===== config.mk =====
export PLATFORM = sky130hd
export DESIGN_NAME = barometer_temp_pressure_compensation
export DESIGN_NICKNAME = d
export VERILOG_FILES = /design/src/rtl/btpc_pkg.sv /design/src/rtl/btpc_alu.sv /design/src/rtl/barometer_temp_pressure_compensation.sv
export VERILOG_INCLUDE_DIRS = /design/src /design/src/rtl
export SDC_FILE = /design/constraint.sdc
export NUM_CORES = 2
export LEC_CHECK = 0
export BUFFER_PORTS_ARGS = -buffer_cell sky130_fd_sc_hd__buf_4
export CAP_MARGIN = 40
export CORE_ASPECT_RATIO = 0.9
export CORE_MARGIN = 3
export CORE_UTILIZATION = 23
export CTS_CLUSTER_DIAMETER = 100
export CTS_CLUSTER_SIZE = 24
export DETAILED_ROUTE_END_ITERATION = 10
export PLACE_DENSITY = 0.44
export SYNTH_ARGS = -nofsm -noshare
export SYNTH_HDL_FRONTEND = slang
export SYNTH_SLANG_ARGS = --single-unit

===== constraint.sdc =====
create_clock -name clk -period 11.2 [get_ports clk]
set_input_delay 0.56 -clock clk [delete_from_list [all_inputs] [get_ports clk]]
set_output_delay 0.56 -clock clk [all_outputs]
set_load 0.02 [all_outputs]

===== src/rtl/barometer_temp_pressure_compensation_defines.svh =====
// Assertion macros for the compensation block.
`ifndef BAROMETER_TEMP_PRESSURE_COMPENSATION_DEFINES_SVH
`define BAROMETER_TEMP_PRESSURE_COMPENSATION_DEFINES_SVH
// Implication checked on every clock edge outside reset.
`define BTPC_ASSERT_IMPL(label, clk, rst_n, a, c, msg) \
	label: assert property (@(posedge clk) disable iff (!rst_n) (a) |-> (c)) \
		else $error(msg);
// Next-cycle implication checked on every clock edge outside reset.
`define BTPC_ASSERT_NEXT(label, clk, rst_n, a, c, msg) \
	label: assert property (@(posedge clk) disable iff (!rst_n) (a) |=> (c)) \
		else $error(msg);
`endif


===== src/rtl/btpc_pkg.sv =====
package btpc_pkg;
	typedef enum logic [3:0] {
		OP_MUL,
		OP_ADD,
		OP_SUB,
		OP_ASR,
		OP_SHL,
		OP_SDIV,
		OP_UDIV
	} alu_op_t;

	typedef struct packed {
		logic    start;
		alu_op_t op;
		logic [4:0] sh;
	} alu_ctl_t;

	typedef struct packed {
		logic busy;
		logic done;
		logic dz;
	} alu_sts_t;

	localparam logic [31:0] B6_OFS   = 32'd4000;
	localparam logic [31:0] B7_MUL   = 32'd50000;
	localparam logic [31:0] P_K1     = 32'd3038;
	localparam logic [31:0] P_K2     = 32'hFFFF_E343;
	localparam logic [31:0] P_K3     = 32'd3791;
	localparam logic [31:0] B4_OFS   = 32'd32768;

	localparam logic [2:0] REG_AC12 = 3'd0;
	localparam logic [2:0] REG_AC34 = 3'd1;
	localparam logic [2:0] REG_AC56 = 3'd2;
	localparam logic [2:0] REG_B12  = 3'd3;
	localparam logic [2:0] REG_MCMD = 3'd4;

	function automatic logic [31:0] sx16(input logic [15:0] v);
		sx16 = {{16{v[15]}}, v};
	endfunction
endpackage


===== src/rtl/btpc_alu.sv =====
module btpc_alu (
	input  logic                clk,
	input  logic                arst_n,
	input  btpc_pkg::alu_ctl_t  ctl,
	input  logic [31:0]         a,
	input  logic [31:0]         b,
	output logic [31:0]         y,
	output btpc_pkg::alu_sts_t  sts
);
	import btpc_pkg::*;

	logic [31:0] num_q, den_q, quo_q, rem_q;
	logic [5:0]  cnt_q;
	logic        neg_q, div_q;
	logic [32:0] trial;
	logic [31:0] prod;

	// Only the low word of the product is ever needed.
	assign prod  = a * b;
	assign trial = {rem_q, num_q[31]} - {1'b0, den_q};

	// Restoring division, one quotient bit per cycle on magnitudes.
	always_ff @(posedge clk or negedge arst_n) begin
		if (!arst_n) begin
			div_q    <= 1'b0;
			sts      <= '0;
			cnt_q    <= '0;
		end else begin
			sts.done <= 1'b0;
			if (ctl.start) begin
				sts.dz <= 1'b0;
				unique case (ctl.op) inside
					OP_MUL: begin y <= prod; sts.done <= 1'b1; end
					OP_ADD: begin y <= a + b; sts.done <= 1'b1; end
					OP_SUB: begin y <= a - b; sts.done <= 1'b1; end
					OP_ASR: begin y <= $signed(a) >>> ctl.sh; sts.done <= 1'b1; end
					OP_SHL: begin y <= a << ctl.sh; sts.done <= 1'b1; end
					OP_SDIV, OP_UDIV: begin
						if (b == 32'd0) begin
							y <= 32'd0;
							sts.dz <= 1'b1;
							sts.done <= 1'b1;
						end else begin
							if (ctl.op == OP_SDIV) begin
								num_q <= a[31] ? -a : a;
								den_q <= b[31] ? -b : b;
								neg_q <= a[31] ^ b[31];
							end else begin
								num_q <= a;
								den_q <= b;
								neg_q <= 1'b0;
							end
							rem_q <= '0;
							quo_q <= '0;
							cnt_q <= 6'd32;
							div_q <= 1'b1;
							sts.busy <= 1'b1;
						end
					end
					default: begin y <= '0; sts.done <= 1'b1; end
				endcase
			end else if (div_q) begin
				if (cnt_q == 6'd0) begin
					y <= neg_q ? -quo_q : quo_q;
					div_q <= 1'b0;
					sts.busy <= 1'b0;
					sts.done <= 1'b1;
				end else begin
					num_q <= {num_q[30:0], 1'b0};
					if (!trial[32]) begin
						rem_q <= trial[31:0];
						quo_q <= {quo_q[30:0], 1'b1};
					end else begin
						rem_q <= {rem_q[30:0], num_q[31]};
						quo_q <= {quo_q[30:0], 1'b0};
					end
					cnt_q <= cnt_q - 6'd1;
				end
			end
		end
	end
endmodule


===== src/rtl/barometer_temp_pressure_compensation.sv =====
// Barometer compensation: raw temperature or pressure readings in, true values out.
// Input transfer on s_axis: tdata bits 15..0 raw_reading, tuser req_type.
// Output transfer on m_axis: tdata bits 31..0 result_value,
// tuser bit 0 result_kind, bit 1 div_error.
// Calibration words are written on cfg_we/cfg_addr/cfg_wdata; the user must do so
// only while idle, the block itself does not enforce it. One item runs through a
// short sequencer that drives a single ALU (32x32 multiply, add, subtract, shift,
// and a radix-2 divider). Each step passes S_ISSUE and S_WAIT; the divide step
// works one quotient bit per cycle.
// s_axis_tready is low while an item is in work or its result is unsent.
// A stalled receiver holds the result in the output register; nothing is lost.
// Reset clears calibration, the stored B5 and all control state.
module barometer_temp_pressure_compensation (
	input  logic        clk,
	input  logic        arst_n,
	input  logic        s_axis_tvalid,
	output logic        s_axis_tready,
	input  logic [15:0] s_axis_tdata,  // raw_reading
	input  logic        s_axis_tuser,  // req_type
	output logic        m_axis_tvalid,
	input  logic        m_axis_tready,
	output logic [31:0] m_axis_tdata,  // result_value
	output logic [1:0]  m_axis_tuser,  // result_kind, div_error
	input  logic        cfg_we,
	input  logic [2:0]  cfg_addr,
	input  logic [31:0] cfg_wdata
);
	import btpc_pkg::*;
	`include "barometer_temp_pressure_compensation_defines.svh"

	typedef enum logic [1:0] {S_IDLE, S_ISSUE, S_WAIT, S_OUT} state_t;

	state_t      state_q;
	logic [5:0]  pc_q;
	logic [31:0] r_q [8];
	logic [31:0] ac12_q, ac34_q, ac56_q, b12_q, mcmd_q, b5_q;
	logic        kind_q, err_q;
	logic [15:0] raw_q;

	alu_ctl_t    ctl;
	alu_sts_t    sts;
	logic [31:0] opa, opb, y;
	logic [2:0]  dst;
	logic        last, chk;

	btpc_alu u_alu (.clk(clk), .arst_n(arst_n), .ctl(ctl), .a(opa), .b(opb),
		.y(y), .sts(sts));

	// Microcode: each step reads operands, writes r_q[dst]; the last step gives the result.
	always_comb begin
		logic [31:0] rw;
		rw = {16'd0, raw_q};
		ctl.start = (state_q == S_ISSUE);
		ctl.op = OP_ADD;
		ctl.sh = 5'd0;
		opa = '0;
		opb = '0;
		dst = 3'd0;
		last = 1'b0;
		chk = 1'b0;
		if (!kind_q) begin
			case (pc_q)
				6'd0: begin ctl.op = OP_SUB; opa = rw; opb = {16'd0, ac56_q[31:16]}; end
				6'd1: begin ctl.op = OP_MUL; opa = r_q[0]; opb = {16'd0, ac56_q[15:0]}; end
				6'd2: begin ctl.op = OP_ASR; opa = r_q[0]; ctl.sh = 5'd15; dst = 3'd1; end
				6'd3: begin ctl.op = OP_ADD; opa = r_q[1]; opb = sx16(mcmd_q[31:16]); dst = 3'd2; end
				6'd4: begin
					ctl.op = OP_SDIV; opa = {sx16(mcmd_q[15:0]) << 11}; opb = r_q[2];
					dst = 3'd3; chk = 1'b1;
				end
				6'd5: begin ctl.op = OP_ADD; opa = r_q[1]; opb = r_q[3]; dst = 3'd4; end
				6'd6: begin ctl.op = OP_ADD; opa = r_q[4]; opb = 32'd8; end
				default: begin ctl.op = OP_ASR; opa = r_q[0]; ctl.sh = 5'd4; last = 1'b1; end
			endcase
		end else begin
			// r1 b6, r2 sq, r3 x3, r4 b3, r5 b4, r6 b7/p, r7 scratch
			case (pc_q)
				6'd0: begin ctl.op = OP_SUB; opa = b5_q; opb = B6_OFS; dst = 3'd1; end
				6'd1: begin ctl.op = OP_MUL; opa = r_q[1]; opb = r_q[1]; end
				6'd2: begin ctl.op = OP_ASR; opa = r_q[0]; ctl.sh = 5'd12; dst = 3'd2; end
				6'd3: begin ctl.op = OP_MUL; opa = sx16(b12_q[31:16]); opb = r_q[2]; end
				6'd4: begin ctl.op = OP_ASR; opa = r_q[0]; ctl.sh = 5'd11; dst = 3'd3; end
				6'd5: begin ctl.op = OP_MUL; opa = sx16(ac12_q[31:16]); opb = r_q[1]; end
				6'd6: begin ctl.op = OP_ASR; opa = r_q[0]; ctl.sh = 5'd11; end
				6'd7: begin ctl.op = OP_ADD; opa = r_q[0]; opb = r_q[3]; dst = 3'd3; end
				6'd8: begin ctl.op = OP_SHL; opa = sx16(ac12_q[15:0]); ctl.sh = 5'd2; end
				6'd9: begin ctl.op = OP_ADD; opa = r_q[0]; opb = r_q[3]; end
				6'd10: begin ctl.op = OP_ADD; opa = r_q[0]; opb = 32'd2; end
				6'd11: begin ctl.op = OP_ASR; opa = r_q[0]; ctl.sh = 5'd2; dst = 3'd4; end
				6'd12: begin ctl.op = OP_MUL; opa = sx16(ac34_q[15:0]); opb = r_q[1]; end
				6'd13: begin ctl.op = OP_ASR; opa = r_q[0]; ctl.sh = 5'd13; dst = 3'd7; end
				6'd14: begin ctl.op = OP_MUL; opa = sx16(b12_q[15:0]); opb = r_q[2]; end
				6'd15: begin ctl.op = OP_ASR; opa = r_q[0]; ctl.sh = 5'd16; end
				6'd16: begin ctl.op = OP_ADD; opa = r_q[0]; opb = r_q[7]; end
				6'd17: begin ctl.op = OP_ADD; opa = r_q[0]; opb = 32'd2; end
				6'd18: begin ctl.op = OP_ASR; opa = r_q[0]; ctl.sh = 5'd2; end
				6'd19: begin ctl.op = OP_ADD; opa = r_q[0]; opb = B4_OFS; end
				6'd20: begin ctl.op = OP_MUL; opa = {16'd0, ac34_q[31:16]}; opb = r_q[0]; end
				6'd21: begin
					ctl.op = OP_ASR; opa = {1'b0, r_q[0][31:1]}; ctl.sh = 5'd14;
					dst = 3'd5;
				end
				6'd22: begin ctl.op = OP_SUB; opa = rw; opb = r_q[4]; end
				6'd23: begin ctl.op = OP_MUL; opa = r_q[0]; opb = B7_MUL; dst = 3'd6; end
				6'd24: begin
					ctl.op = r_q[6][31] ? OP_UDIV : OP_SHL; opa = r_q[6]; opb = r_q[5];
					ctl.sh = 5'd1; chk = r_q[6][31];
				end
				6'd25: begin
					ctl.op = r_q[6][31] ? OP_SHL : OP_UDIV; opa = r_q[0]; opb = r_q[5];
					ctl.sh = 5'd1; dst = 3'd6; chk = !r_q[6][31];
				end
				6'd26: begin ctl.op = OP_ASR; opa = r_q[6]; ctl.sh = 5'd8; dst = 3'd7; end
				6'd27: begin ctl.op = OP_MUL; opa = r_q[7]; opb = r_q[7]; end
				6'd28: begin ctl.op = OP_MUL; opa = r_q[0]; opb = P_K1; end
				6'd29: begin ctl.op = OP_ASR; opa = r_q[0]; ctl.sh = 5'd16; dst = 3'd7; end
				6'd30: begin ctl.op = OP_MUL; opa = P_K2; opb = r_q[6]; end
				6'd31: begin ctl.op = OP_ASR; opa = r_q[0]; ctl.sh = 5'd16; end
				6'd32: begin ctl.op = OP_ADD; opa = r_q[0]; opb = r_q[7]; end
				6'd33: begin ctl.op = OP_ADD; opa = r_q[0]; opb = P_K3; end
				6'd34: begin ctl.op = OP_ASR; opa = r_q[0]; ctl.sh = 5'd4; end
				default: begin ctl.op = OP_ADD; opa = r_q[6]; opb = r_q[0]; last = 1'b1; end
			endcase
		end
	end

	assign s_axis_tready = (state_q == S_IDLE);
	assign m_axis_tvalid = (state_q == S_OUT);
	assign m_axis_tuser  = {err_q, kind_q};

	always_ff @(posedge clk or negedge arst_n) begin
		if (!arst_n) begin
			state_q <= S_IDLE;
			pc_q <= '0;
			ac12_q <= '0; ac34_q <= '0; ac56_q <= '0; b12_q <= '0; mcmd_q <= '0;
			b5_q <= '0;
			kind_q <= 1'b0;
			err_q <= 1'b0;
		end else begin
			if (cfg_we) begin
				unique case (cfg_addr)
					REG_AC12: ac12_q <= cfg_wdata;
					REG_AC34: ac34_q <= cfg_wdata;
					REG_AC56: ac56_q <= cfg_wdata;
					REG_B12:  b12_q  <= cfg_wdata;
					REG_MCMD: mcmd_q <= cfg_wdata;
					default: ;
				endcase
			end
			unique case (state_q)
				S_IDLE: if (s_axis_tvalid) begin
					kind_q <= s_axis_tuser;
					raw_q <= s_axis_tdata;
					err_q <= 1'b0;
					pc_q <= '0;
					state_q <= S_ISSUE;
				end
				S_ISSUE: state_q <= S_WAIT;
				S_WAIT: if (sts.done) begin
					if (chk && sts.dz) begin
						err_q <= 1'b1;
						m_axis_tdata <= '0;
						state_q <= S_OUT;
					end else if (last) begin
						m_axis_tdata <= y;
						if (!kind_q) b5_q <= r_q[4];
						state_q <= S_OUT;
					end else begin
						r_q[dst] <= y;
						pc_q <= pc_q + 6'd1;
						state_q <= S_ISSUE;
					end
				end
				S_OUT: if (m_axis_tready) state_q <= S_IDLE;
				default: state_q <= S_IDLE;
			endcase
		end
	end

	`BTPC_ASSERT_IMPL(a_ready_idle, clk, arst_n, s_axis_tready, !m_axis_tvalid && !sts.busy,
		"input ready while busy")
	`BTPC_ASSERT_NEXT(a_hold_out, clk, arst_n, m_axis_tvalid && !m_axis_tready,
		m_axis_tvalid && $stable(m_axis_tdata), "result changed under stall")
	`BTPC_ASSERT_IMPL(a_err_zero, clk, arst_n, m_axis_tvalid && m_axis_tuser[1],
		m_axis_tdata == 32'd0, "error result not zero")
endmodule


==> metrics list <==
- Avg Cell Area, Syn: 9.882 um2
- The Yosys step of the flow raised 0 warnings.
- Number of sinks on the clock net: a little under 700
- Number of antenna violations at the first check in global routing: 19
- Netlist cell types: 113
* Vias post-DR: 44980
- The startpoint identified for the worst register-to-register timing path is pc_q[0]$_DFFE_PN0P_.
* Antenna Violating Nets Remaining: 0
* Cell at the root of the clock tree: clkbuf_16
* Pin count of the biggest net entering global routing: 81
- Of all flip-flops after synthesis, the portion carrying an async set or reset was a little under a third.
* Setup repair after global routing missed its margin: false
- The initialized floorplan defines 168 standard-cell rows.
- Measured against its own limit, the worst slew margin works out to about a quarter.
* DRT Wirelength: 246200 um
- Area growth from synthesis to layout: 14.71%
- STA classifies the critical path startpoint as a flip-flop.
- Result of the run: completed
* Maximum achievable frequency: a little over 90 MHz
- In this design, the stage delay of the slowest critical-path cell is approximately 700 ps.
- Routed length per placed instance: 27.92 um
- At the worst endpoint, the required time is roughly 12000 ps.
- Cell area after synthesis: around 54000 um2
- Maximum capacitance violations: 0
* Number of flip-flops under the largest register name: about 260
- Insertion delay to the later sink of the worst-skew pair: between 600 and 700 ps
- For this configuration, the core starts out at a cell density of a little under a quarter.
- In this run the worst hold path is classified as primary input to flip-flop.
* Seq/Total Area, Yosys: 35.33%
* Number of vias per cell: approximately 5.1
* Number of I/O port buffers: 92
* Count of flip-flops with a built-in enable after synthesis: 465
- The clock tree synthesis step divided the H-tree into 2 levels.
- Vertical extent of the die: 467.7 um
- Global routing used around a fifth of the available tracks.
- Number of buffers added by the clock tree synthesis step: 38
- The worst setup path is captured at a flip-flop.
- Of the available clock period, the critical path in the final layout requires roughly 96%.
* Post-layout nets: 6300
- Cell type of the slowest stage on the worst timing path: nor4_1
- Total buffers and inverters traversed by the critical path: 13
* Clock slew seen by the registers of the worst setup and hold paths: 100 ps
- Counting along the longest clock path gives a buffer depth of 3.
- Placeable Area: approximately 230000 um2
- Crit-path max FO: 17
- Signal arrival time at the worst endpoint: around 11000 ps
- Total setup violations reported at the end of the flow: 0
- The first global-routing pass estimated 348000 um of wire.
- Setup slack on the critical path of the routed design comes to 458.8 ps.
- DP Area: 61140 um2
- For this run, design rule violations remaining after detail routing come to 0.
- Layout cell share with drive strength beyond 1: between 10% and 20%
- After routing the design area is roughly 62000 um2.
- Number of standard cells after synthesis: roughly 5500
- Clock skew on the completed layout was measured at 50.00 ps.
* Final hold violation count: 0
- Top Ports: 93
- After global routing the overflow that remains totals 0.
* Syn_nets: roughly 6200
- Prior to clock tree synthesis, the placed netlist has a worst setup slack of between 50 and 60 ps.
- X dimension of the die: slightly above 500 um
- Routability Congestion: 0.9501
- CTS tree: built
* Startpoint of the tightest hold check path: m_axis_tready
- The library cell used most frequently in the layout, excluding fill and tap cells, is nand2_1.
* Startpoint of the most critical setup path: pc_q[0]$_DFFE_PN0P_
- Hold Worst Slack: 82.86 ps
- The synthesized design spends more area on one cell type than any other, namely edfxtp_1.
- Min Tclk post-route: ~11000 ps
- The via count of the first global-routing pass came to 44740.
- Type of the worst setup path: flip-flop to flip-flop
* Share of the synthesized area in the top cell type: approximately 26%
* Number of synthesized register bits: roughly 680
- Cell types occupying the most area after synthesis: edfxtp_1 (26%), fa_1 (15%), dfrtp_1 (9.7%)
* Highest-count cells in the layout ignoring fill and taps: nand2_1 (585), inv_1 (528), nor2_1 (516)
- The detailed router finished its first iteration with ~5500 violations.
* Count of pins over their slew limit: 0
* Top Family by Delay on Critical Path: adder cells
- Cell with the most instances on the worst path: inv_1
- Post-detail-place hpwl: around 190000 um
- Dominant register cell in the synthesized netlist: edfxtp_1
- Most flop-heavy register: r_q
- First-pass detailed-route iteration total: 7
- Die area: 242700 um2
- Transition time of the tightest slew-check pin: between 1000 and 1500 ps
==> per-layer routing <==
metal	GRT usage, %	vias up	routed length (um)	share of wire (%)
met5	0	-	35	0.014
met4	6.131	6	8442	3.4
met3	4.140	291	22680	9.2
met2	28.59	2173	101300	41
met1	29.18	23170	113800	46
li1	-	19350	-	-
==> through the flow <==
step | std cells | TNS [ps] | util [%]
after floorplan | 5512 | 0 | -
after global placement | 8722 | -4.190 | 26.05
after detailed placement | 8736 | 0 | 26.11
after CTS | 8806 | 0 | 26.63
after global routing | 8810 | 0 | 26.68
final | 8817 | 0 | 26.68
==> cells by family after synthesis <==
group                      Yosys count  synth area share (%)
AOI/OAI and AO/OA                 1072                 13.98
xor gates and xnor gates           241                 4.015
muxes                              289                 5.832
DFF                                676                 35.33
adders and majority gates          607                 19.59
and+or+nand+nor                   1717                 14.53
buffers and inverters              910                 6.721
==> layout make-up <==
| class | count | area [um2] |
|---|---|---|
| Antenna cell | 7 | 17.52 |
| Clock buffer | 55 | 1025 |
| Clock inverter | 14 | 185.2 |
| Fill cell | 24930 | 171700 |
| Inverter | 543 | 2041 |
| Multi-Input combinational cell | 3926 | 32070 |
| Sequential cell | 676 | 19250 |
| Tap cell | 3145 | 3935 |
| Timing Repair Buffer | 451 | 3954 |
==> what timing repair did <==
item	4_1_cts	5_1_grt
gates cloned	0	0
hold buffers	1	0
buffers inserted	0	4
endpoints found under the setup margin	1	10
hold endpoints to repair	25	0
pin swaps	0	2
resized for setup	1	13
==> worst register-to-register path, delay by kind of cell, from the launching register on <==
family,cells,cell delay [ps]
fa+ha+maj,10,4160
buf+inv,13,1950
flops,1,460
xor+xnor,1,240
compound gates,8,2050
simple gates,7,1620
==> path summary, 6_finish.rpt <==
check	endpoint	slack (ps)	cells after the start
min in group asynchronous	b12_q[19]$_DFFE_PN0P_	350	2
max in group asynchronous	b12_q[25]$_DFFE_PN0P_	8710	5
worst max-delay path	u_alu.y[16]$_DFFE_PP_	460	39
worst max register to register	u_alu.y[16]$_DFFE_PP_	460	39
worst min-delay path	state_q[1]$_DFFE_PN0P_	80	2
worst min register to register	b12_q[26]$_DFFE_PN0P_	510	1
==> synth_stat cells (17+ instances only) <==
cell type,count
nand2_1,585
nor2_1,531
inv_1,529
edfxtp_1,465
fa_1,410
dfrtp_1,211
a21oi_1,208
clkbuf_1,207
mux2_2,201
ha_1,197
o21ai_0,176
a22oi_1,157
xnor2_1,151
and2_1,118
nand3_1,99
nand2b_1,84
xor2_1,84
buf_2,83
mux2i_1,83
nor3_1,66
a221oi_1,51
buf_1,50
a21o_1,41
nor2b_1,38
and3_1,35
a221o_1,34
o22ai_1,34
a222oi_1,33
a211oi_1,31
or3_1,31
a31oi_1,30
o211ai_1,28
nand4_1,25
a22o_1,24
o21a_1,21
o31ai_1,21
or2_2,20
a32o_1,19
a21boi_0,18
buf_4,17
Power is left out: the tool's default activity adds up to more than one toggle a clock period on the data nets, which glitch-free logic cannot reach.
